--- src/rtl/spq_pkg.sv ---
// Shared types and constants for the sorted priority queue.
// No dependencies; every other file imports this package.
package spq_pkg;

   localparam int VALUE_W = 32;
   localparam int PRIO_W  = 16;

   // Operation codes carried on the request channel
   localparam logic OP_INSERT = 1'b0;
   localparam logic OP_REMOVE = 1'b1;

   // One stored entry of the chain
   typedef struct packed {
      logic                     valid;
      logic signed [VALUE_W-1:0] value;
      logic signed [PRIO_W-1:0]  prio;
   } spq_entry_type;

   // Command broadcast to every cell
   typedef struct packed {
      logic                      insert;
      logic                      remove;
      logic signed [VALUE_W-1:0] value;
      logic signed [PRIO_W-1:0]  prio;
   } spq_cmd_type;

endpackage

--- src/rtl/spq_if.sv ---
// Valid/ready channel interfaces for the request and response sides.
// Depends on spq_pkg for field widths.
interface spq_req_if;
   import spq_pkg::*;

   logic                      valid;
   logic                      ready;
   logic                      operation;
   logic signed [VALUE_W-1:0] item_value;
   logic signed [PRIO_W-1:0]  item_priority;

   modport source (output valid, output operation, output item_value,
                   output item_priority, input ready);
   modport sink   (input valid, input operation, input item_value,
                   input item_priority, output ready);
endinterface

interface spq_rsp_if;
   import spq_pkg::*;

   logic                      valid;
   logic                      ready;
   logic signed [VALUE_W-1:0] head_value;
   logic signed [PRIO_W-1:0]  head_priority;
   logic                      is_empty;
   logic                      insert_dropped;

   modport source (output valid, output head_value, output head_priority,
                   output is_empty, output insert_dropped, input ready);
   modport sink   (input valid, input head_value, input head_priority,
                   input is_empty, input insert_dropped, output ready);
endinterface

--- src/rtl/spq_cell.sv ---
// One slot of the sorted chain: holds an entry and trades it with neighbors.
// Depends on spq_pkg for the entry and command types.
module spq_cell (
   input  logic                  clock,
   input  logic                  reset,
   input  spq_pkg::spq_cmd_type   cmd,
   input  spq_pkg::spq_entry_type left_entry,
   input  logic                  left_flag,
   input  spq_pkg::spq_entry_type right_entry,
   output spq_pkg::spq_entry_type entry,
   output logic                  flag
);
   import spq_pkg::*;

   spq_entry_type entry_ff;
   spq_entry_type entry_in;

   // New item belongs here or earlier: slot empty or strictly lower priority
   assign flag = !entry_ff.valid || (entry_ff.prio < cmd.prio);

   always_comb begin
      entry_in = entry_ff;
      if (cmd.insert) begin
         if (left_flag) begin
            entry_in = left_entry;
         end else if (flag) begin
            entry_in.valid = 1'b1;
            entry_in.value = cmd.value;
            entry_in.prio  = cmd.prio;
         end
      end else if (cmd.remove) begin
         entry_in = right_entry;
      end
   end

   always_ff @(posedge clock) begin
      if (reset) begin
         entry_ff <= '0;
      end else begin
         entry_ff <= entry_in;
      end
   end

   assign entry = entry_ff;

endmodule

--- src/rtl/sorted_priority_queue.sv ---
// Sorted priority queue: a row of QUEUE_DEPTH cells kept in priority order.
// Depends on spq_pkg, spq_if (channel interfaces) and spq_cell.
//
// Usage:
//   req_chan carries one operation per transfer: insert (item_value with
//   item_priority) or remove of the head entry. rsp_chan returns exactly one
//   result per request: the head value and priority after the operation
//   (both all ones when empty), is_empty, and insert_dropped when an insert
//   met a full queue and was discarded.
//   Inserts land behind every entry of equal or higher priority, so equal
//   priorities leave in arrival order. A remove on an empty queue is a no-op.
// Timing:
//   The result appears in the cycle after the request transfer. One request
//   is taken every cycle unless a result stalls; each cell decides its next
//   entry from itself and its two neighbors, so the whole chain shifts at once.
// Reset:
//   Synchronous reset clears all cell valid bits (empty queue) and the
//   response register.
// Stall:
//   While a result waits on rsp_chan, req_chan.ready drops; it rises again in
//   the cycle the result is taken, so a new request can transfer alongside.
module sorted_priority_queue #(
   parameter int QUEUE_DEPTH = 16
) (
   input logic        clock,
   input logic        reset,
   spq_req_if.sink    req_chan,
   spq_rsp_if.source  rsp_chan
);
   import spq_pkg::*;

   spq_entry_type              entries [QUEUE_DEPTH];
   logic [QUEUE_DEPTH-1:0]     flags;
   logic [QUEUE_DEPTH-1:0]     valid_vec;
   spq_cmd_type                cmd;
   logic                       accept;
   logic                       full;

   logic rsp_valid_ff, rsp_valid_in;
   logic dropped_ff, dropped_in;

   // Request side: accept whenever the response register is free or draining
   assign req_chan.ready = !rsp_valid_ff || rsp_chan.ready;
   assign accept         = req_chan.valid && req_chan.ready;
   assign full           = valid_vec[QUEUE_DEPTH-1];

   // Broadcast the command; drop an insert into a full chain
   always_comb begin
      cmd.insert = accept && (req_chan.operation == OP_INSERT) && !full;
      cmd.remove = accept && (req_chan.operation == OP_REMOVE);
      cmd.value  = req_chan.item_value;
      cmd.prio   = req_chan.item_priority;
   end

   // Chain of cells: left neighbor feeds inserts, right neighbor feeds removes
   for (genvar i = 0; i < QUEUE_DEPTH; i++) begin : g_cell
      spq_entry_type left_entry;
      spq_entry_type right_entry;
      logic          left_flag;

      if (i == 0) begin : g_first
         assign left_entry = '0;
         assign left_flag  = 1'b0;
      end else begin : g_inner
         assign left_entry = entries[i-1];
         assign left_flag  = flags[i-1];
      end

      if (i == QUEUE_DEPTH - 1) begin : g_last
         assign right_entry = '0;
      end else begin : g_mid
         assign right_entry = entries[i+1];
      end

      spq_cell u_cell (
         .clock       (clock),
         .reset       (reset),
         .cmd         (cmd),
         .left_entry  (left_entry),
         .left_flag   (left_flag),
         .right_entry (right_entry),
         .entry       (entries[i]),
         .flag        (flags[i])
      );

      assign valid_vec[i] = entries[i].valid;
   end

   // Response register: hold while stalled, load on every request transfer
   always_comb begin
      rsp_valid_in = rsp_valid_ff;
      dropped_in   = dropped_ff;
      if (accept) begin
         rsp_valid_in = 1'b1;
         dropped_in   = (req_chan.operation == OP_INSERT) && full;
      end else if (rsp_chan.ready) begin
         rsp_valid_in = 1'b0;
      end
   end

   always_ff @(posedge clock) begin
      if (reset) begin
         rsp_valid_ff <= 1'b0;
         dropped_ff   <= 1'b0;
      end else begin
         rsp_valid_ff <= rsp_valid_in;
         dropped_ff   <= dropped_in;
      end
   end

   // Head cell already reflects the latest transfer; requests stall with it
   assign rsp_chan.valid          = rsp_valid_ff;
   assign rsp_chan.is_empty       = !entries[0].valid;
   assign rsp_chan.head_value     = entries[0].valid ? entries[0].value : '1;
   assign rsp_chan.head_priority  = entries[0].valid ? entries[0].prio  : '1;
   assign rsp_chan.insert_dropped = dropped_ff;

   // Occupied cells form a contiguous run from the head
   a_thermometer: assert property (@(posedge clock) disable iff (reset)
      (valid_vec & (valid_vec + QUEUE_DEPTH'(1))) == '0)
      else $error("occupied cells are not contiguous from the head");

   // Entries stay in non-increasing priority order
   for (genvar k = 1; k < QUEUE_DEPTH; k++) begin : g_order_chk
      a_sorted: assert property (@(posedge clock) disable iff (reset)
         entries[k].valid |-> (entries[k-1].prio >= entries[k].prio))
         else $error("chain out of priority order");
   end

   // An insert into a full chain is reported as dropped
   a_drop: assert property (@(posedge clock) disable iff (reset)
      accept && (req_chan.operation == OP_INSERT) && full |=>
         rsp_chan.valid && rsp_chan.insert_dropped)
      else $error("insert into full queue not flagged");

   // Removing the only entry leaves the queue empty
   a_last_remove: assert property (@(posedge clock) disable iff (reset)
      cmd.remove && (valid_vec == QUEUE_DEPTH'(1)) |=> rsp_chan.is_empty)
      else $error("queue not empty after removing last entry");

   // No new request while a result is stalled
   a_stall: assert property (@(posedge clock) disable iff (reset)
      rsp_valid_ff && !rsp_chan.ready |-> !accept)
      else $error("request taken while response stalled");

endmodule
--- src/flat_wrapper.sv ---
// flat-port wrapper written by rule: the top's interface ports become plain ports
module sorted_priority_queue_flat import spq_pkg::*;
#(
   parameter int QUEUE_DEPTH = 16
)
  (clock, reset, req_chan_valid, req_chan_operation, req_chan_item_value, req_chan_item_priority, req_chan_ready, rsp_chan_valid, rsp_chan_head_value, rsp_chan_head_priority, rsp_chan_is_empty, rsp_chan_insert_dropped, rsp_chan_ready);
  spq_req_if req_chan_i ();
  spq_rsp_if rsp_chan_i ();
  input logic clock;
  input logic reset;
  input wire logic [$bits(req_chan_i.valid)-1:0] req_chan_valid;
  input wire logic [$bits(req_chan_i.operation)-1:0] req_chan_operation;
  input wire logic [$bits(req_chan_i.item_value)-1:0] req_chan_item_value;
  input wire logic [$bits(req_chan_i.item_priority)-1:0] req_chan_item_priority;
  output wire logic [$bits(req_chan_i.ready)-1:0] req_chan_ready;
  output wire logic [$bits(rsp_chan_i.valid)-1:0] rsp_chan_valid;
  output wire logic [$bits(rsp_chan_i.head_value)-1:0] rsp_chan_head_value;
  output wire logic [$bits(rsp_chan_i.head_priority)-1:0] rsp_chan_head_priority;
  output wire logic [$bits(rsp_chan_i.is_empty)-1:0] rsp_chan_is_empty;
  output wire logic [$bits(rsp_chan_i.insert_dropped)-1:0] rsp_chan_insert_dropped;
  input wire logic [$bits(rsp_chan_i.ready)-1:0] rsp_chan_ready;
  assign req_chan_i.valid = req_chan_valid;
  assign req_chan_i.operation = req_chan_operation;
  assign req_chan_i.item_value = req_chan_item_value;
  assign req_chan_i.item_priority = req_chan_item_priority;
  assign req_chan_ready = req_chan_i.ready;
  assign rsp_chan_valid = rsp_chan_i.valid;
  assign rsp_chan_head_value = rsp_chan_i.head_value;
  assign rsp_chan_head_priority = rsp_chan_i.head_priority;
  assign rsp_chan_is_empty = rsp_chan_i.is_empty;
  assign rsp_chan_insert_dropped = rsp_chan_i.insert_dropped;
  assign rsp_chan_i.ready = rsp_chan_ready;
  sorted_priority_queue #(.QUEUE_DEPTH(QUEUE_DEPTH)) u_core (.clock(clock), .reset(reset), .req_chan(req_chan_i), .rsp_chan(rsp_chan_i));
endmodule
--- config.mk ---
export PLATFORM = sky130hd
export DESIGN_NAME = sorted_priority_queue_flat
export DESIGN_NICKNAME = d
export VERILOG_FILES = /design/src/rtl/spq_pkg.sv /design/src/rtl/spq_if.sv /design/src/rtl/spq_cell.sv /design/src/rtl/sorted_priority_queue.sv /design/src/flat_wrapper.sv
export SDC_FILE = /design/constraint.sdc
export NUM_CORES = 2
export LEC_CHECK = 0
export BUFFER_PORTS_ARGS = -buffer_cell sky130_fd_sc_hd__buf_2
export CAP_MARGIN = 20
export CORE_MARGIN = 1.5
export CORE_UTILIZATION = 55
export CTS_CLUSTER_DIAMETER = 50
export DETAILED_ROUTE_END_ITERATION = 10
export MAX_ROUTING_LAYER = met4
export PLACE_DENSITY = 0.74
export SYNTH_ARGS = -nofsm -noshare
export SYNTH_HDL_FRONTEND = slang
export SYNTH_SLANG_ARGS = --single-unit
--- constraint.sdc ---
create_clock -name clock -period 3.5 [get_ports clock]
set_input_delay 0.875 -clock clock [delete_from_list [all_inputs] [get_ports clock]]
set_output_delay 0.875 -clock clock [all_outputs]
set_load 0.05 [all_outputs]
==> flow_summary.yaml <==
yosys:
  ys_seq_area_frac: 0.3239
  synth.top_cell.area_share: 0.3239
  yosysMostFrequentCell: "dfxtp_1"
  ys_ff_latch: 786
  netlist_top_cells_count: "dfxtp_1 (786), nor2_1 (757), nand2_1 (607)"
  synth_area_leaders: "dfxtp_1 (32%), nor2_1 (5.8%), ha_1 (5.8%), mux2i_1 (5.6%), nand2_1 (4.7%)"
  syn_nets: 6277
  synth_edf_count: 0
  ys_types: 73
  syn_area_per_cell_um2: 8.097
  async_flop_share: 0
  synthesis.area_mm2: 0.04858
  synth_top_flop_cell: "dfxtp_1"
  synthCells: 5999
  synth_warnings: 0
  synth_top_cell_by_area: "dfxtp_1"
timing:
  setup_tns_ns: 0
  skew_ns: 0.04110
  period_minus_slack_ns: 3.454
  max_freq_mhz: 289.5
  setup_slack_ns: 0.04628
  grt_setup_unrepaired: "no"
  setup-violations-final: 0
  worst_slew_pin_slew_ns: 0.8244
  fin_crit_sh: 0.9868
  relSlewSlack: 0.4504
  finalHoldViolCount: 0
  drv_slew: 0
power:
  intPower_mw: 18.68
  peakVddDrop_v: 0.0004407
  power_density_mw_per_mm2: 470.7
  p_leak_nw: 21.00
  power_frac_clock: 0.457
  switching_share: 0.2973
  power_frac_seq: 0.371
  combPwrFrac: 0.172
  p_sw_mw: 7.903
clock_tree:
  hold_buffers: 0
  ctsResizeCount: 0
  htreeDepth: 3
  cts_tree: "done"
  clk_latency_ns: 0.70
  cts.path.max_buffers: 3
  cts_setup_buffers: 0
  cts_buffers: 110
  cts.clk_slew.worst_paths_ns: 0.05
  root_buffer: "clkbuf_16"
  cts_sinks: 786
flow_run:
  max_cap_violations: 0
place:
  globalplace.congestion: 0.9450
  dp_slack_ns: -0.4872
  io_buffers: 104
  dp_hpwl_mm: 111.3
floorplan:
  num_io_pins: 105
  core_mm2: 0.08716
  start_util: 0.5573
  fp.dieH_um: 300.2
  die_x_um: 300.2
  die-area_mm2: 0.09011
  floorplan.rows: 108
layout:
  fin_util: 0.6478
  syn2layout_area_growth_pct: 16.24
  num-nets-final: 6225
  drive_gt1_frac: 0.1463
  fill_cells: 7128
setup_path:
  setup.worst_path.class: "register to register"
  r2r_slack_ns: 0.05
  cp.required_ns: 4.11
  path_max_fanout: 36
  worstSetupEndpointType: "register"
  arrival_ns: 4.07
  start_kind: "register"
routing:
  wl_per_cell_um: 23.22
  totalWireLength_mm: 167.2
  ant_nets: 0
  dr_total_vias: 49120
  dr.pass1.iters: 8
  post_drt_via_cell_ratio: 6.820
  drcViolationCount: 0
  drtIter0Drc: 6209
global_route:
  grt_max_degree: 174
  grt_pass1_vias: 46060
  grt_usage: 0.3680
  grt_pass1_wl_mm: 261.3
  antenna_found_initial: 4
  grt-ovfl-total: 0
worst_hold_path:
  min_path_type: "register to register"
status:
  status: "complete, no violations"
-- power by group through the flow --
stage	logic, mW	clock network, mW	registers [mW]
finish	4.57	12.2	9.85
global route	4.90	12.6	9.89
CTS	4.46	12.2	9.82
detailed placement	4.44	0	10.0
global placement	4.33	0	10.0
floorplan	2.95	0	9.83
-- per-layer routing --
layer / wire length [um] / up-vias / global-route usage
met5: 0 / - / -
met4: 6634 / 0 / 0.1520
met3: 17300 / 499 / 0.07240
met2: 73930 / 2791 / 0.5551
met1: 69350 / 23480 / 0.4806
li1: - / 22350 / -
-- cells by family (layout without fill, tap and decap cells) --
kind of cell               count (synthesis)  in the layout  synth area share
adders and majority gates                225            225           0.05795
buffers and inverters                    705            750           0.06004
AOI/OAI and AO/OA                       1793           1793            0.2740
DFF                                      786            786            0.3239
and+or+nand+nor                         2167           2167            0.2161
other                                      0              3                 0
muxes                                    323            323           0.06792
-- per-stage QoR --
stage	cell area [um2]	instances	hold WS, ns	power [mW]
global placement	52450	6990	0.4342	14.33
floorplan	48620	5999	0.4249	12.78
detailed placement	52450	6990	0.4417	14.45
CTS	56460	7199	0.4553	26.51
global route	56460	7201	0.4713	27.39
finish	56470	7202	0.4525	26.58
-- cell type report --
| class | count | area (um2) | share of cell area |
|---|---|---|---|
| multi-input combinational | 4508 | 30290 | 0.5364 |
| sequential | 786 | 15740 | 0.2787 |
| timing repair buffer | 506 | 4837 | 0.08567 |
| clock buffer | 143 | 3099 | 0.05489 |
| tap | 1155 | 1445 | 0.02559 |
| clock inverter | 66 | 913.4 | 0.01618 |
| inverter | 35 | 141.4 | 0.002504 |
| antenna | 3 | 7.507 | 0.0001330 |
-- critical path: stages (launching register included) --
cell	delay, ns
dfxtp_1	0.49
ha_1	0.34
a21oi_1	0.13
o21ai_0	0.13
a2111oi_0	0.72
buf_4	0.22
o31a_1	0.20
or2_2	0.22
buf_12	0.26
nand2_1	0.17
a221o_1	0.32
a21oi_1	0.14
-- flip-flops by register name, summed over array words and instances, names as in the netlist --
register,count
u_core.g_cell.u_cell.entry,784
u_core.rsp_chan.insert_dropped,1
u_core.rsp_chan.valid,1
-- layout by cell type (no fill, tap or decap), types with 49 or more instances in the layout --
cell	netlist	layout
nand4b_1	240	240
nand3_1	143	142
dfxtp_1	786	785
a2111oi_0	54	53
mux2i_1	272	272
clkbuf_16	0	112
nand2b_1	66	65
nor2_1	757	752
a22o_1	240	240
o21ai_0	235	235
buf_4	21	299
nor2b_1	90	90
ha_1	225	225
nand2_1	607	605
a21oi_1	410	407
a211oi_1	62	62
nand3b_1	50	50
nor3_1	140	137
a221o_1	81	81
buf_2	117	103
o41ai_1	235	235
a311oi_1	49	49
o31ai_1	212	211
buf_12	0	103
-- final timing paths --
path	start	endpoint	cells past startpoint
setup / recovery	u_core.g_cell[4].u_cell.entry[13]$_SDFFE_PP0P_	u_core.g_cell[5].u_cell.entry[30]$_SDFFE_PP0P_	11
setup reg to reg	u_core.g_cell[4].u_cell.entry[13]$_SDFFE_PP0P_	u_core.g_cell[5].u_cell.entry[30]$_SDFFE_PP0P_	11
hold / removal	u_core.g_cell[15].u_cell.entry[29]$_SDFFE_PP0P_	u_core.g_cell[15].u_cell.entry[29]$_SDFFE_PP0P_	2
hold reg to reg	u_core.g_cell[15].u_cell.entry[29]$_SDFFE_PP0P_	u_core.g_cell[15].u_cell.entry[29]$_SDFFE_PP0P_	2
Power figures use the tool's default switching activity.
